### src/sv/double_ended_queue_ring_assert.svh
// Assertion macros used by the deque top level for its checks.
`ifndef DOUBLE_ENDED_QUEUE_RING_ASSERT_SVH
`define DOUBLE_ENDED_QUEUE_RING_ASSERT_SVH

// The consequent must hold in the same cycle as the antecedent, outside reset.
`define DEQ_ASSERT_SAME(lbl, clk, rst_n, ante, cons) \
    lbl: assert property (@(posedge clk) disable iff (!rst_n) (ante) |-> (cons)) \
        else $error("deque check failed in the same cycle");

// The consequent must hold in the cycle after the antecedent, outside reset.
`define DEQ_ASSERT_NEXT(lbl, clk, rst_n, ante, cons) \
    lbl: assert property (@(posedge clk) disable iff (!rst_n) (ante) |=> (cons)) \
        else $error("deque check failed in the following cycle");

`endif

### src/sv/deq_pkg.sv
`timescale 1ns / 1ps
// Types, codes and default sizes shared by the deque files.
package deq_pkg;

    // Default storage sizes and the fixed widths of the item fields.
    localparam int DEF_DEPTH     = 64;
    localparam int DEF_WORD_BITS = 64;
    localparam int DATA_BITS     = 64;
    localparam int OPCODE_BITS   = 3;
    localparam int STATUS_BITS   = 2;
    localparam int OCC_BITS      = 7;

    // Input item opcodes.
    typedef enum logic [OPCODE_BITS-1:0] {
        OP_PUSH_FRONT = 3'd0,
        OP_PUSH_BACK  = 3'd1,
        OP_POP_FRONT  = 3'd2,
        OP_POP_BACK   = 3'd3,
        OP_DUMP_FWD   = 3'd4,
        OP_DUMP_BWD   = 3'd5
    } t_opcode;

    // Result status codes.
    typedef enum logic [STATUS_BITS-1:0] {
        ST_OK    = 2'd0,
        ST_EMPTY = 2'd1,
        ST_FULL  = 2'd2
    } t_status;

    // Controller states.
    typedef enum logic [1:0] {
        S_IDLE,
        S_READ,
        S_HOLD
    } t_state;

    // Datapath operations issued by the controller.
    typedef enum logic [3:0] {
        DP_NOP,
        DP_PUSH_FRONT,
        DP_PUSH_BACK,
        DP_POP_FRONT,
        DP_POP_BACK,
        DP_DUMP_FWD,
        DP_DUMP_BWD,
        DP_DUMP_NEXT,
        DP_NO_WORD,
        DP_CAPTURE
    } t_dp_op;

    // Command from controller to datapath.
    typedef struct packed {
        t_dp_op  op;
        t_status status;
    } t_dp_cmd;

    // Status from datapath to controller.
    typedef struct packed {
        logic full;
        logic empty;
        logic more;
    } t_dp_stat;

endpackage

### src/sv/deq_ctrl.sv
`timescale 1ns / 1ps
// Deque controller: takes one item at a time and sequences the datapath.
module deq_ctrl (
    input  logic                            i_clk,
    input  logic                            i_rst_n,
    input  logic                            i_in_valid,
    input  logic [deq_pkg::OPCODE_BITS-1:0] i_opcode,
    output logic                            o_in_ready,
    output logic                            o_out_valid,
    input  logic                            i_out_ready,
    input  deq_pkg::t_dp_stat               i_stat,
    output deq_pkg::t_dp_cmd                o_cmd
);
    import deq_pkg::*;

    t_state  r_state;
    t_state  n_state;
    t_opcode w_op;

    assign w_op = t_opcode'(i_opcode);

    // State register.
    always_ff @(posedge i_clk) begin
        if (!i_rst_n) begin
            r_state <= S_IDLE;
        end else begin
            r_state <= n_state;
        end
    end

    // Next state and datapath commands.
    always_comb begin
        n_state     = r_state;
        o_cmd       = '{op: DP_NOP, status: ST_OK};
        o_in_ready  = 1'b0;
        o_out_valid = 1'b0;
        case (r_state)
            S_IDLE: begin
                o_in_ready = 1'b1;
                if (i_in_valid) begin
                    case (w_op)
                        OP_PUSH_FRONT, OP_PUSH_BACK: begin
                            n_state = S_HOLD;
                            if (i_stat.full) begin
                                o_cmd = '{op: DP_NO_WORD, status: ST_FULL};
                            end else if (w_op == OP_PUSH_FRONT) begin
                                o_cmd.op = DP_PUSH_FRONT;
                            end else begin
                                o_cmd.op = DP_PUSH_BACK;
                            end
                        end
                        OP_POP_FRONT, OP_POP_BACK: begin
                            if (i_stat.empty) begin
                                o_cmd   = '{op: DP_NO_WORD, status: ST_EMPTY};
                                n_state = S_HOLD;
                            end else begin
                                o_cmd.op = (w_op == OP_POP_FRONT) ? DP_POP_FRONT : DP_POP_BACK;
                                n_state  = S_READ;
                            end
                        end
                        OP_DUMP_FWD, OP_DUMP_BWD: begin
                            if (i_stat.empty) begin
                                o_cmd   = '{op: DP_NO_WORD, status: ST_OK};
                                n_state = S_HOLD;
                            end else begin
                                o_cmd.op = (w_op == OP_DUMP_FWD) ? DP_DUMP_FWD : DP_DUMP_BWD;
                                n_state  = S_READ;
                            end
                        end
                        default: begin
                            // Unused opcodes are dropped without a result.
                            n_state = S_IDLE;
                        end
                    endcase
                end
            end
            S_READ: begin
                o_cmd.op = DP_CAPTURE;
                n_state  = S_HOLD;
            end
            S_HOLD: begin
                o_out_valid = 1'b1;
                if (i_out_ready) begin
                    if (i_stat.more) begin
                        o_cmd.op = DP_DUMP_NEXT;
                        n_state  = S_READ;
                    end else begin
                        n_state = S_IDLE;
                    end
                end
            end
            default: begin
                n_state = S_IDLE;
            end
        endcase
    end

endmodule

### config.mk
export PLATFORM = sky130hd
export DESIGN_NAME = deq_ctrl
export DESIGN_NICKNAME = d
export VERILOG_FILES = /design/src/sv/double_ended_queue_ring_assert.svh /design/src/sv/deq_pkg.sv /design/src/sv/deq_ctrl.sv
export SDC_FILE = /design/constraint.sdc
export NUM_CORES = 1
export LEC_CHECK = 0
export BUFFER_PORTS_ARGS = -buffer_cell sky130_fd_sc_hd__buf_2
export CAP_MARGIN = 20
export CELL_PAD_IN_SITES_DETAIL_PLACEMENT = 1
export CELL_PAD_IN_SITES_GLOBAL_PLACEMENT = 1
export CORE_MARGIN = 1
export CORE_UTILIZATION = 25
export CTS_BUF_LIST = sky130_fd_sc_hd__clkbuf_8 sky130_fd_sc_hd__clkbuf_16
export CTS_CLUSTER_DIAMETER = 80
export DETAILED_ROUTE_END_ITERATION = 8
export PLACE_DENSITY_LB_ADDON = 0.1
export SKIP_CTS_REPAIR_TIMING = 1
export SYNTH_ARGS = -nofsm -noshare
export SYNTH_HDL_FRONTEND = slang
export SYNTH_SLANG_ARGS = --single-unit
### constraint.sdc
create_clock -name i_clk -period 1 [get_ports i_clk]
set_input_delay 0.05 -clock i_clk [delete_from_list [all_inputs] [get_ports i_clk]]
set_output_delay 0.05 -clock i_clk [all_outputs]
set_load 0.05 [all_outputs]
==> impl_metrics.sql <==
INSERT INTO impl_metrics (metric_group, metric, value, unit) VALUES
('layout', 'largest_registers', 'r_state (2)', ''),
('global_route', 'via_count_of_the_first_global_routing_pass', '511', ''),
('layout', 'final_nets', '103', ''),
('layout', 'post_route_cells_drive_above_1_share', '70.5', '%'),
('die', 'coreArea', '1280', 'µm²'),
('layout', 'num_antenna_cells', '0', ''),
('timing', 'final.setup.worst_slack', '-493', 'ps'),
('synthesis', 'synth_compound_area_share', '29.5', '%'),
('clocking', 'tritoncts', 'yes', ''),
('synthesis', 'xor_and_xnor_area_share_after_synthesis', '0', '%'),
('global_route', 'grt_first_pass_wirelength', '2320', 'µm'),
('clocking', 'cts.path.max_buffers', '2', ''),
('synthesis', 'synth_async_sr_flop_share', '0', '%'),
('routing', 'final_antenna_net_count', '0', ''),
('global_route', 'number_of_antenna_violations_at_the_first_check_in_global_routing', '0', ''),
('critical_path', 'critPathMaxFanout', '3', ''),
('timing', 'final_max_slew_viol_count', '0', ''),
('timing', 'setup_violations', '10', ''),
('layout', 'regMostFlops', 'r_state', ''),
('routing', 'routed_wl', '1840', 'µm'),
('min_path', 'hp-class', 'in2reg', ''),
('clocking', 'cts.clk_slew.worst_paths', '30', 'ps'),
('critical_path', 'critPathLaunchType', 'flop', ''),
('timing', 'fin_crit_sh', '149', '%'),
('clocking', 'cts_sink_cnt', '2', ''),
('clocking', 'h-tree-depth', '1', ''),
('routing', 'wl_met2', '1020', 'µm'),
('power_and_ir_drop', 'peak_supply_drop', '0.742', 'mV'),
('die', 'rows', '13', ''),
('die', 'dieHeight', '39.1', 'µm'),
('run_status', 'violations', 'negative setup slack', ''),
('place', 'hpwlAfterDp', '1200', 'µm'),
('power_and_ir_drop', 'pwr-share-seq', '10.6', '%'),
('power_and_ir_drop', 'clkPwrFrac', '37.0', '%'),
('timing', 'finalClockSkew', '5.44', 'ps'),
('run_status', 'status', 'finished with violations', ''),
('timing', 'final_hold_viol_count', '0', ''),
('die', 'num_io_pins', '18', ''),
('global_route', 'grt_max_degree', '6', ''),
('job', 'drv.max_cap_violation_count', '0', ''),
('synthesis', 'mappedNetlistArea', '344', 'µm²'),
('routing', 'viasPerCell', '5.18', ''),
('layout', 'largest_register_ff_count', '2', ''),
('routing', 'met3RoutedLength', '65', 'µm'),
('synthesis', 'synth.top_cells.by_count', 'inv_1, and3_1, ha_1, nor2_1, o21ai_0', ''),
('synthesis', 'postSynth.topFlopCell', 'dfxtp_1', ''),
('power_and_ir_drop', 'power_leakage', '0.000395', 'µW'),
('die', 'x_dimension_of_the_die', '39.1', 'µm'),
('routing', 'route.top_layer_used', 'met4', ''),
('synthesis', 'post_synth_inst_count', '46', ''),
('routing', 'wl_per_cell', '17.9', 'µm'),
('timing', 'tightest_slew', '333', 'ps'),
('synthesis', 'yosysWarnings', '0', ''),
('clocking', 'clock_latency', '210', 'ps'),
('place', 'port_buffers', '17', ''),
('place', 'worst_setup_timing_slack_at_the_placement_stage', '-479', 'ps'),
('synthesis', 'synth_top_family_by_area', 'simple AND/OR/NAND/NOR gates', ''),
('routing', 'route.layer.met1.wl', '743', 'µm'),
('min_path', 'min_delay_path_depth', '2', ''),
('timing', 'post_layout_min_period', '1490', 'ps'),
('critical_path', 'worst-endpoint-required', '950', 'ps'),
('critical_path', 'worstSetupPathType', 'reg2out', ''),
('power_and_ir_drop', 'power.switching', '331', 'µW'),
('synthesis', 'synth_area_leaders', 'ha_1, dfxtp_1, and3_1', ''),
('clocking', 'cts-buffers-inserted', '3', ''),
('routing', '1st_iter_drt_viols', '3', ''),
('synthesis', 'synth_top_cell_by_area', 'ha_1', ''),
('synthesis', 'post_synthesis_net_count', '60', ''),
('critical_path', 'worst_ep_arrival_time', '1440', 'ps'),
('global_route', 'grt_usage', '23.1', '%'),
('power_and_ir_drop', 'powerDensity', '1070', 'nW/µm²');
[cells in the final DEF, fill, tap and decap left out, types with 2 or more instances in the layout]
cell type,count
nor2b_4,2
inv_1,4
ha_4,2
nand2_1,2
o21ai_0,3
buf_8,4
buf_4,20
and3_4,3
o211ai_1,2
dfxtp_4,2
clkbuf_8,3
inv_2,2
a21oi_1,2
nor2_1,3
buf_2,9
buf_6,5
[logic make-up (layout without fill, tap and decap cells)]
family          Yosys count  in the layout
buf+inv                   5             47
compound gates           15             15
simple gates             20             20
flops                     2              2
fa+ha+maj                 4              4
[critical path, stage by stage (launching register included)]
cell	delay (ps)
dfxtp_4	350
nor4b_4	360
nand3_2	160
o221ai_4	180
buf_6	190
[area by class of cell]
type	count	area, µm²
clock buffers	3	41.3
fillers	157	444
repair buffers	38	312
flip-flops and latches	2	47.5
well taps	15	18.8
clock inverters	1	3.75
inverters	5	18.8
multi-input cells	39	399
[power groups by stage]
| stage | clock network [µW] | logic, µW | registers, µW |
|---|---|---|---|
| after floorplan | 0 | 204 | 105 |
| after global placement | 0 | 362 | 95.4 |
| after detailed placement | 0 | 372 | 95.3 |
| after CTS | 344 | 376 | 94.7 |
| after global routing | 357 | 492 | 95.8 |
| final | 332 | 471 | 95.0 |
[metrics by stage]
stage / area, µm² / setup TNS, ps / cells / total power (µW) / hold slack (ps)
after global routing: 841 / -3280 / 103 / 945 / 130
after floorplan: 404 / -1730 / 46 / 309 / 202
final: 841 / -2930 / 103 / 898 / 106
after detailed placement: 651 / -2910 / 97 / 467 / 298
after global placement: 651 / -2530 / 97 / 457 / 295
after CTS: 696 / -3560 / 101 / 815 / 103
[metal layers]
metal / vias up / track usage, %
met3: 2 / 5.20
met4: 0 / 0
met1: 257 / 24.8
met2: 17 / 47.1
li1: 258 / -
met5: - / 0
[worst paths after layout]
path / endpoint / startpoint
max: o_cmd[2] / r_state[0]
min: r_state[1] / i_rst_n
max reg2reg: r_state[1] / r_state[0]
min reg2reg: r_state[1] / r_state[1]
No activity file was read; power rests on OpenSTA's default activity.
