File: src/sv/double_ended_queue_ring_assert.svh
// Assertion macros used by the deque top level for its checks.
`ifndef DOUBLE_ENDED_QUEUE_RING_ASSERT_SVH
`define DOUBLE_ENDED_QUEUE_RING_ASSERT_SVH

// The consequent must hold in the same cycle as the antecedent, outside reset.
`define DEQ_ASSERT_SAME(lbl, clk, rst_n, ante, cons) \
    lbl: assert property (@(posedge clk) disable iff (!rst_n) (ante) |-> (cons)) \
        else $error("deque check failed in the same cycle");

// The consequent must hold in the cycle after the antecedent, outside reset.
`define DEQ_ASSERT_NEXT(lbl, clk, rst_n, ante, cons) \
    lbl: assert property (@(posedge clk) disable iff (!rst_n) (ante) |=> (cons)) \
        else $error("deque check failed in the following cycle");

`endif

File: src/sv/deq_pkg.sv
`timescale 1ns / 1ps
// Types, codes and default sizes shared by the deque files.
package deq_pkg;

    // Default storage sizes and the fixed widths of the item fields.
    localparam int DEF_DEPTH     = 64;
    localparam int DEF_WORD_BITS = 64;
    localparam int DATA_BITS     = 64;
    localparam int OPCODE_BITS   = 3;
    localparam int STATUS_BITS   = 2;
    localparam int OCC_BITS      = 7;

    // Input item opcodes.
    typedef enum logic [OPCODE_BITS-1:0] {
        OP_PUSH_FRONT = 3'd0,
        OP_PUSH_BACK  = 3'd1,
        OP_POP_FRONT  = 3'd2,
        OP_POP_BACK   = 3'd3,
        OP_DUMP_FWD   = 3'd4,
        OP_DUMP_BWD   = 3'd5
    } t_opcode;

    // Result status codes.
    typedef enum logic [STATUS_BITS-1:0] {
        ST_OK    = 2'd0,
        ST_EMPTY = 2'd1,
        ST_FULL  = 2'd2
    } t_status;

    // Controller states.
    typedef enum logic [1:0] {
        S_IDLE,
        S_READ,
        S_HOLD
    } t_state;

    // Datapath operations issued by the controller.
    typedef enum logic [3:0] {
        DP_NOP,
        DP_PUSH_FRONT,
        DP_PUSH_BACK,
        DP_POP_FRONT,
        DP_POP_BACK,
        DP_DUMP_FWD,
        DP_DUMP_BWD,
        DP_DUMP_NEXT,
        DP_NO_WORD,
        DP_CAPTURE
    } t_dp_op;

    // Command from controller to datapath.
    typedef struct packed {
        t_dp_op  op;
        t_status status;
    } t_dp_cmd;

    // Status from datapath to controller.
    typedef struct packed {
        logic full;
        logic empty;
        logic more;
    } t_dp_stat;

endpackage

File: src/sv/deq_ram.sv
`timescale 1ns / 1ps
// Generic single-write, single-read RAM with a registered read port.
module deq_ram #(
    parameter  int WIDTH = 64,
    parameter  int DEPTH = 64,
    localparam int AW    = (DEPTH > 1) ? $clog2(DEPTH) : 1
) (
    input  logic             i_clk,
    input  logic             i_we,
    input  logic [AW-1:0]    i_waddr,
    input  logic [WIDTH-1:0] i_wdata,
    input  logic             i_re,
    input  logic [AW-1:0]    i_raddr,
    output logic [WIDTH-1:0] o_rdata
);

    logic [WIDTH-1:0] r_mem [DEPTH];
    logic [WIDTH-1:0] r_rdata;

    // Write port.
    always_ff @(posedge i_clk) begin
        if (i_we) begin
            r_mem[i_waddr] <= i_wdata;
        end
    end

    // Read port, data valid the cycle after the request.
    always_ff @(posedge i_clk) begin
        if (i_re) begin
            r_rdata <= r_mem[i_raddr];
        end
    end

    assign o_rdata = r_rdata;

endmodule

File: src/sv/deq_dp.sv
`timescale 1ns / 1ps
// Deque datapath: ring pointers, word store and the result register.
module deq_dp #(
    parameter int DEPTH     = deq_pkg::DEF_DEPTH,
    parameter int WORD_BITS = deq_pkg::DEF_WORD_BITS
) (
    input  logic                            i_clk,
    input  logic                            i_rst_n,
    input  deq_pkg::t_dp_cmd                i_cmd,
    output deq_pkg::t_dp_stat               o_stat,
    input  logic [deq_pkg::DATA_BITS-1:0]   i_data_word,
    output logic [deq_pkg::DATA_BITS-1:0]   o_read_word,
    output logic                            o_item_valid,
    output logic [deq_pkg::STATUS_BITS-1:0] o_status,
    output logic [deq_pkg::OCC_BITS-1:0]    o_occupancy,
    output logic                            o_last_of_run
);
    import deq_pkg::*;

    localparam int AW = (DEPTH > 1) ? $clog2(DEPTH) : 1;
    localparam int CW = $clog2(DEPTH + 1);

    // Ring position of a word at a given offset from the front.
    function automatic logic [AW-1:0] slot_of(input logic [AW-1:0] front,
                                              input logic [AW-1:0] off);
        logic [AW:0] sum;
        sum = {1'b0, front} + {1'b0, off};
        if (sum >= (AW+1)'(DEPTH)) begin
            sum = sum - (AW+1)'(DEPTH);
        end
        return sum[AW-1:0];
    endfunction

    logic [AW-1:0]        r_front, n_front;
    logic [CW-1:0]        r_count, n_count;
    logic [AW-1:0]        r_idx, n_idx;
    logic                 r_fwd, n_fwd;
    logic                 r_dumping, n_dumping;
    logic [DATA_BITS-1:0] r_read_word, n_read_word;
    logic                 r_item_valid, n_item_valid;
    t_status              r_status, n_status;
    logic [OCC_BITS-1:0]  r_occ, n_occ;
    logic                 r_last, n_last;

    logic                 w_we;
    logic [AW-1:0]        w_waddr;
    logic                 w_re;
    logic [AW-1:0]        w_raddr;
    logic [WORD_BITS-1:0] w_rdata;
    logic [AW-1:0]        w_front_dec;
    logic [CW-1:0]        w_count_dec;
    logic [CW-1:0]        w_count_inc;
    logic [AW-1:0]        w_idx_inc;
    logic                 w_more;

    deq_ram #(
        .WIDTH (WORD_BITS),
        .DEPTH (DEPTH)
    ) u_store (
        .i_clk   (i_clk),
        .i_we    (w_we),
        .i_waddr (w_waddr),
        .i_wdata (i_data_word[WORD_BITS-1:0]),
        .i_re    (w_re),
        .i_raddr (w_raddr),
        .o_rdata (w_rdata)
    );

    // Pointer arithmetic shared by the operations.
    assign w_front_dec = (r_front == '0) ? AW'(DEPTH - 1) : r_front - AW'(1);
    assign w_count_dec = r_count - CW'(1);
    assign w_count_inc = r_count + CW'(1);
    assign w_idx_inc   = r_idx + AW'(1);
    assign w_more      = r_dumping && ((CW'(r_idx) + CW'(1)) != r_count);

    assign o_stat.full  = (r_count == CW'(DEPTH));
    assign o_stat.empty = (r_count == '0);
    assign o_stat.more  = w_more;

    // Next values for the pointers, the store ports and the result.
    always_comb begin
        n_front      = r_front;
        n_count      = r_count;
        n_idx        = r_idx;
        n_fwd        = r_fwd;
        n_dumping    = r_dumping;
        n_read_word  = r_read_word;
        n_item_valid = r_item_valid;
        n_status     = r_status;
        n_occ        = r_occ;
        n_last       = r_last;
        w_we         = 1'b0;
        w_waddr      = r_front;
        w_re         = 1'b0;
        w_raddr      = r_front;
        case (i_cmd.op)
            DP_PUSH_FRONT, DP_PUSH_BACK: begin
                w_we = 1'b1;
                if (i_cmd.op == DP_PUSH_FRONT) begin
                    n_front = w_front_dec;
                    w_waddr = w_front_dec;
                end else begin
                    w_waddr = slot_of(r_front, r_count[AW-1:0]);
                end
                n_count      = w_count_inc;
                n_read_word  = '0;
                n_item_valid = 1'b0;
                n_status     = ST_OK;
                n_occ        = OCC_BITS'(w_count_inc);
                n_last       = 1'b1;
            end
            DP_POP_FRONT: begin
                w_re      = 1'b1;
                w_raddr   = r_front;
                n_front   = slot_of(r_front, AW'(1));
                n_count   = w_count_dec;
                n_dumping = 1'b0;
            end
            DP_POP_BACK: begin
                w_re      = 1'b1;
                w_raddr   = slot_of(r_front, w_count_dec[AW-1:0]);
                n_count   = w_count_dec;
                n_dumping = 1'b0;
            end
            DP_DUMP_FWD, DP_DUMP_BWD: begin
                w_re      = 1'b1;
                n_idx     = '0;
                n_fwd     = (i_cmd.op == DP_DUMP_FWD);
                n_dumping = 1'b1;
                if (i_cmd.op == DP_DUMP_FWD) begin
                    w_raddr = r_front;
                end else begin
                    w_raddr = slot_of(r_front, w_count_dec[AW-1:0]);
                end
            end
            DP_DUMP_NEXT: begin
                w_re  = 1'b1;
                n_idx = w_idx_inc;
                if (r_fwd) begin
                    w_raddr = slot_of(r_front, w_idx_inc);
                end else begin
                    w_raddr = slot_of(r_front, w_count_dec[AW-1:0] - w_idx_inc);
                end
            end
            DP_NO_WORD: begin
                n_read_word  = '0;
                n_item_valid = 1'b0;
                n_status     = i_cmd.status;
                n_occ        = OCC_BITS'(r_count);
                n_last       = 1'b1;
            end
            DP_CAPTURE: begin
                n_read_word  = DATA_BITS'(w_rdata);
                n_item_valid = 1'b1;
                n_status     = ST_OK;
                n_occ        = OCC_BITS'(r_count);
                n_last       = !w_more;
                // The dump ends with its last word, so later items see no more to send.
                n_dumping    = w_more;
            end
            default: begin
                n_front = r_front;
            end
        endcase
    end

    // Control registers.
    always_ff @(posedge i_clk) begin
        if (!i_rst_n) begin
            r_front   <= '0;
            r_count   <= '0;
            r_dumping <= 1'b0;
        end else begin
            r_front   <= n_front;
            r_count   <= n_count;
            r_dumping <= n_dumping;
        end
    end

    // Dump position and result payload.
    always_ff @(posedge i_clk) begin
        r_idx        <= n_idx;
        r_fwd        <= n_fwd;
        r_read_word  <= n_read_word;
        r_item_valid <= n_item_valid;
        r_status     <= n_status;
        r_occ        <= n_occ;
        r_last       <= n_last;
    end

    assign o_read_word   = r_read_word;
    assign o_item_valid  = r_item_valid;
    assign o_status      = r_status;
    assign o_occupancy   = r_occ;
    assign o_last_of_run = r_last;

endmodule

File: config.mk
export PLATFORM = sky130hd
export DESIGN_NAME = deq_dp
export DESIGN_NICKNAME = d
export VERILOG_FILES = /design/src/sv/double_ended_queue_ring_assert.svh /design/src/sv/deq_pkg.sv /design/src/sv/deq_ram.sv /design/src/sv/deq_dp.sv
export SDC_FILE = /design/constraint.sdc
export NUM_CORES = 2
export LEC_CHECK = 0
export BUFFER_PORTS_ARGS = -buffer_cell sky130_fd_sc_hd__buf_2
export CORE_MARGIN = 1
export CORE_UTILIZATION = 51
export CTS_CLUSTER_DIAMETER = 80
export DETAILED_ROUTE_END_ITERATION = 10
export PLACE_DENSITY = 0.63
export SLEW_MARGIN = 15
export SYNTH_ARGS = -nofsm -noshare
export SYNTH_HDL_FRONTEND = slang
export SYNTH_SLANG_ARGS = --single-unit
File: constraint.sdc
create_clock -name i_clk -period 9.6 [get_ports i_clk]
set_clock_uncertainty 0.15 [all_clocks]
set_input_delay 1.92 -clock i_clk [delete_from_list [all_inputs] [get_ports i_clk]]
set_output_delay 1.92 -clock i_clk [all_outputs]
set_load 0.02 [all_outputs]
==> metrics.md <==
| Metric | Value |
|---|---|
| Comb power frac | `8.5%` |
| Initial antenna violation count | `26` |
| Iter 0 DRT Violations | `13673` |
| RSZ-0062 raised after global routing | `false` |
| CP Max Fanout | `110` |
| Pre-CTS setup slack | `2754 ps` |
| First-pass GRT wire length | `703900 um` |
| # clock sinks | `4256` |
| CP required | `10280 ps` |
| Switch Pwr | `9.536 mW` |
| IO Pins | `150` |
| Synthesized area | `164700 sq um` |
| DR WL/cell | `31.42 um` |
| Type of origin of the critical path | `flip-flop` |
| Critical Path Start | `r_count[0]` |
| Syn Nets | `11060` |
| Post-CTS Setup Bufs | `0` |
| Reg2reg start | `r_count[0]` |
| Congestion Overflow GR | `0` |
| Crit path to | `u_store.o_rdata[17]` |
| Initial Util | `51.27%` |
| Die area | `325200 sq um` |
| Commonest non-fill, non-tap cell in the layout | `edfxtp_1` |
| Pins Over Slew Limit | `0` |
| Inserted Clock Buffers | `425` |
| Reg2Reg Depth | `16` |
| Post-place instance area | `172000 sq um` |
| Maxcap violations | `0` |
| Setup ws final | `2867 ps` |
| Post-Layout Cell Count | `15836` |
| Critical Path AT | `7410 ps` |
| Total Routing Usage GR | `30.08%` |
| Top Metal Used | `met5` |
| Critical Path, Cell by Cell | `inv_1 -> ha_1 -> fa_1 -> mux2i_1 -> fa_1 -> and3_1 -> o21a_1 -> nor2_4 -> buf_4 -> buf_12 -> buf_4 -> nand2_1 -> a32oi_1 -> nand4_1 -> nand4_1 -> mux2_1` |
| Crit end category | `flip-flop` |
| Ratio of cells with drive above 1 in the final layout | `10.06%` |
| Final hold vios | `0` |
| Antenna Violating Nets Remaining | `0` |
| Critical path's slowest cell | `buf_4` |
| Worst r2r dst | `u_store.o_rdata[17]` |
| Met3 wire length | `47950 um` |
| Core ar. | `321100 sq um` |
| Hold Crit Class | `flip-flop to flip-flop` |
| CTS tree | `done` |
| Setup CP Type | `flip-flop to flip-flop` |
| Main flop type after synthesis | `edfxtp_1` |
| Avg Vias per Cell | `6.418` |
| Status | `complete, no violations` |
| Worst slew pin tran | `1216 ps` |
| Final wirelength | `497600 um` |
| Seq cells post-synth | `4256` |
| Power share of the sequential group | `51.4%` |
| Row cnt | `208` |
| Max Clock Freq | `148.5 MHz` |
| Min-delay src | `u_store.o_rdata[13]` |
| Vias in the first global route | `96845` |
| Worst-Skew Late Latency | `970 ps` |
| Pwr dens | `216.5 nW/um^2` |
| Met2 wire len | `231100 um` |
| Die width | `570.2 um` |
| Length of the first detailed-routing pass in iterations | `6` |
| Synth Instances | `10957` |
| Area grow syn2layout | `12.65%` |
| Most frequent cells in the layout | `edfxtp_1 (4242), nand2_1 (2743), nand3_1 (846)` |
| Internal power | `30.62 mW` |
| Clock share of power | `40.1%` |
| CTS Hold Bufs | `0` |
| Leakage | `62.88 nW` |
| R2R setup slack | `2870 ps` |
| Post-synth EDFFs | `4242` |
| Register clock-pin slew on the reported worst setup and hold paths | `70 ps` |
| Die Ht | `570.2 um` |
| Sequential area share after synthesis | `77.53%` |
| CP peak stage delay | `740 ps` |
| Fin util | `57.76%` |
| Via count | `101642` |
| Root Driver | `clkbuf_16` |
| HPWL Detailed | `263700 um` |
| Post-route cell area | `185500 sq um` |
| Routability Congestion | `0.8747` |
| Post-route minimum period | `6733 ps` |
| Post_cts resized | `0` |
| # DRC | `0` |
| VDD IR max | `167.8 uV` |
| Buffers on Ports | `149` |
| CTS Buffer Depth | `4` |
| Distinct cell type count after synthesis | `59` |
| Met1 Routed Length | `198200 um` |
| Fin crit share | `70.13%` |
| Pwr Total | `40.15 mW` |
| Fin Setup TNS | `0 ps` |
| Sw Ratio | `23.75%` |
| Placed instance count | `15025` |
| Asr flop ratio synth | `0%` |
| Max_slew headroom | `18.95%` |
| Mean Syn Cell Area | `15.03 sq um` |
| Nets | `11253` |
| H-tree levels | `5` |
| Yosys warns | `0` |
| Pin count of the biggest net entering global routing | `161` |
| Final setup fails | `0` |
| Hold Worst Slack | `392.4 ps` |
cells by family (layout without fill, tap and decap cells):
kind of cell,Yosys count,in the layout,share of synthesized area [%]
AO/OA/AOI/OAI,843,843,4.251
XOR/XNOR,41,41,0.2181
adder cells (fa/ha/maj),31,31,0.2538
buffers and inverters,716,1266,1.739
flip-flops,4256,4256,77.53
multiplexers,740,740,4.549
other,0,24,0
AND/OR/NAND/NOR,4330,4330,11.46
synthesized netlist by cell type (5+ instances only):
master,n,area [sq um]
nand3_1,846,4234
a21boi_0,5,37.54
nor2_1,116,435.4
and2_1,72,450.4
xor2_1,19,166.4
a32oi_1,660,5781
dfxtp_1,14,280.3
buf_1,66,247.7
mux2_2,41,461.7
nor3_1,17,85.08
o21ai_0,23,115.1
nand2_1,2747,10310
o22ai_1,5,31.28
ha_1,27,337.8
mux2i_1,673,6736
mux2_1,26,292.8
a21o_1,6,45.04
a21oi_1,32,160.2
a211oi_1,25,187.7
xnor2_1,22,192.7
a31oi_1,24,150.1
nand2b_1,9,56.30
nor2b_1,9,56.30
o21ai_1,7,35.03
buf_2,101,505.5
edfxtp_1,4242,127400
nand4_1,464,2903
o21a_1,6,45.04
and3_1,34,212.7
clkbuf_1,527,1978
inv_1,15,56.30
o211ai_1,25,187.7
buf_6,6,67.56
how the worst min path moves through the flow:
stage / to / slack (ps) / cells after the start
5_1_grt: r_dumping / 420 / 2
4_1_cts: r_dumping / 390 / 2
6_report: o_read_word[13] / 390 / 1
3_3_place_gp: r_dumping / 360 / 2
2_1_floorplan: r_dumping / 320 / 2
3_5_place_dp: o_read_word[13] / 380 / 1
state kept, by name, summed over array words and instances (netlist names):
signal	cells
r_count	7
o_read_word	64
r_front	6
o_status	2
r_fwd	1
o_occupancy	7
r_dumping	1
u_store.r_mem	4096
u_store.o_rdata	64
o_item_valid	1
r_idx	6
o_last_of_run	1
critical path, delay by kind of cell (launching register included):
| kind | cells | cell delay, ps |
|---|---|---|
| buffers and inverters | 4 | 2110 |
| adder cells (fa/ha/maj) | 3 | 1410 |
| AND/OR/NAND/NOR | 5 | 930 |
| flip-flops | 1 | 620 |
| AO/OA/AOI/OAI | 2 | 590 |
| multiplexers | 2 | 460 |
layer usage:
layer	up-vias	track usage, %
met4	8	11.80
met1	52300	42.88
met5	-	0
li1	42377	-
met2	6023	47.11
met3	934	4.254
area by class of cell:
class / instances / area [sq um]
fillers: 24546 / 135600
flip-flops and latches: 4256 / 127700
multi-input cells: 5985 / 34770
clock buffers: 529 / 11170
well taps: 4305 / 5386
repair buffers: 467 / 4194
clock inverters: 255 / 2200
diodes: 24 / 60.06
inverters: 15 / 56.30
power by group through the flow:
| stage | Combinational (mW) | Sequential (mW) | Clock, mW |
|---|---|---|---|
| after floorplan | 1.83 | 21.0 | 0 |
| after global placement | 3.30 | 21.0 | 0 |
| after detailed placement | 3.34 | 21.0 | 0 |
| after CTS | 3.36 | 20.7 | 16.2 |
| after global routing | 3.58 | 20.6 | 16.9 |
| final | 3.41 | 20.6 | 16.1 |
Power figures use the tool's default switching activity.
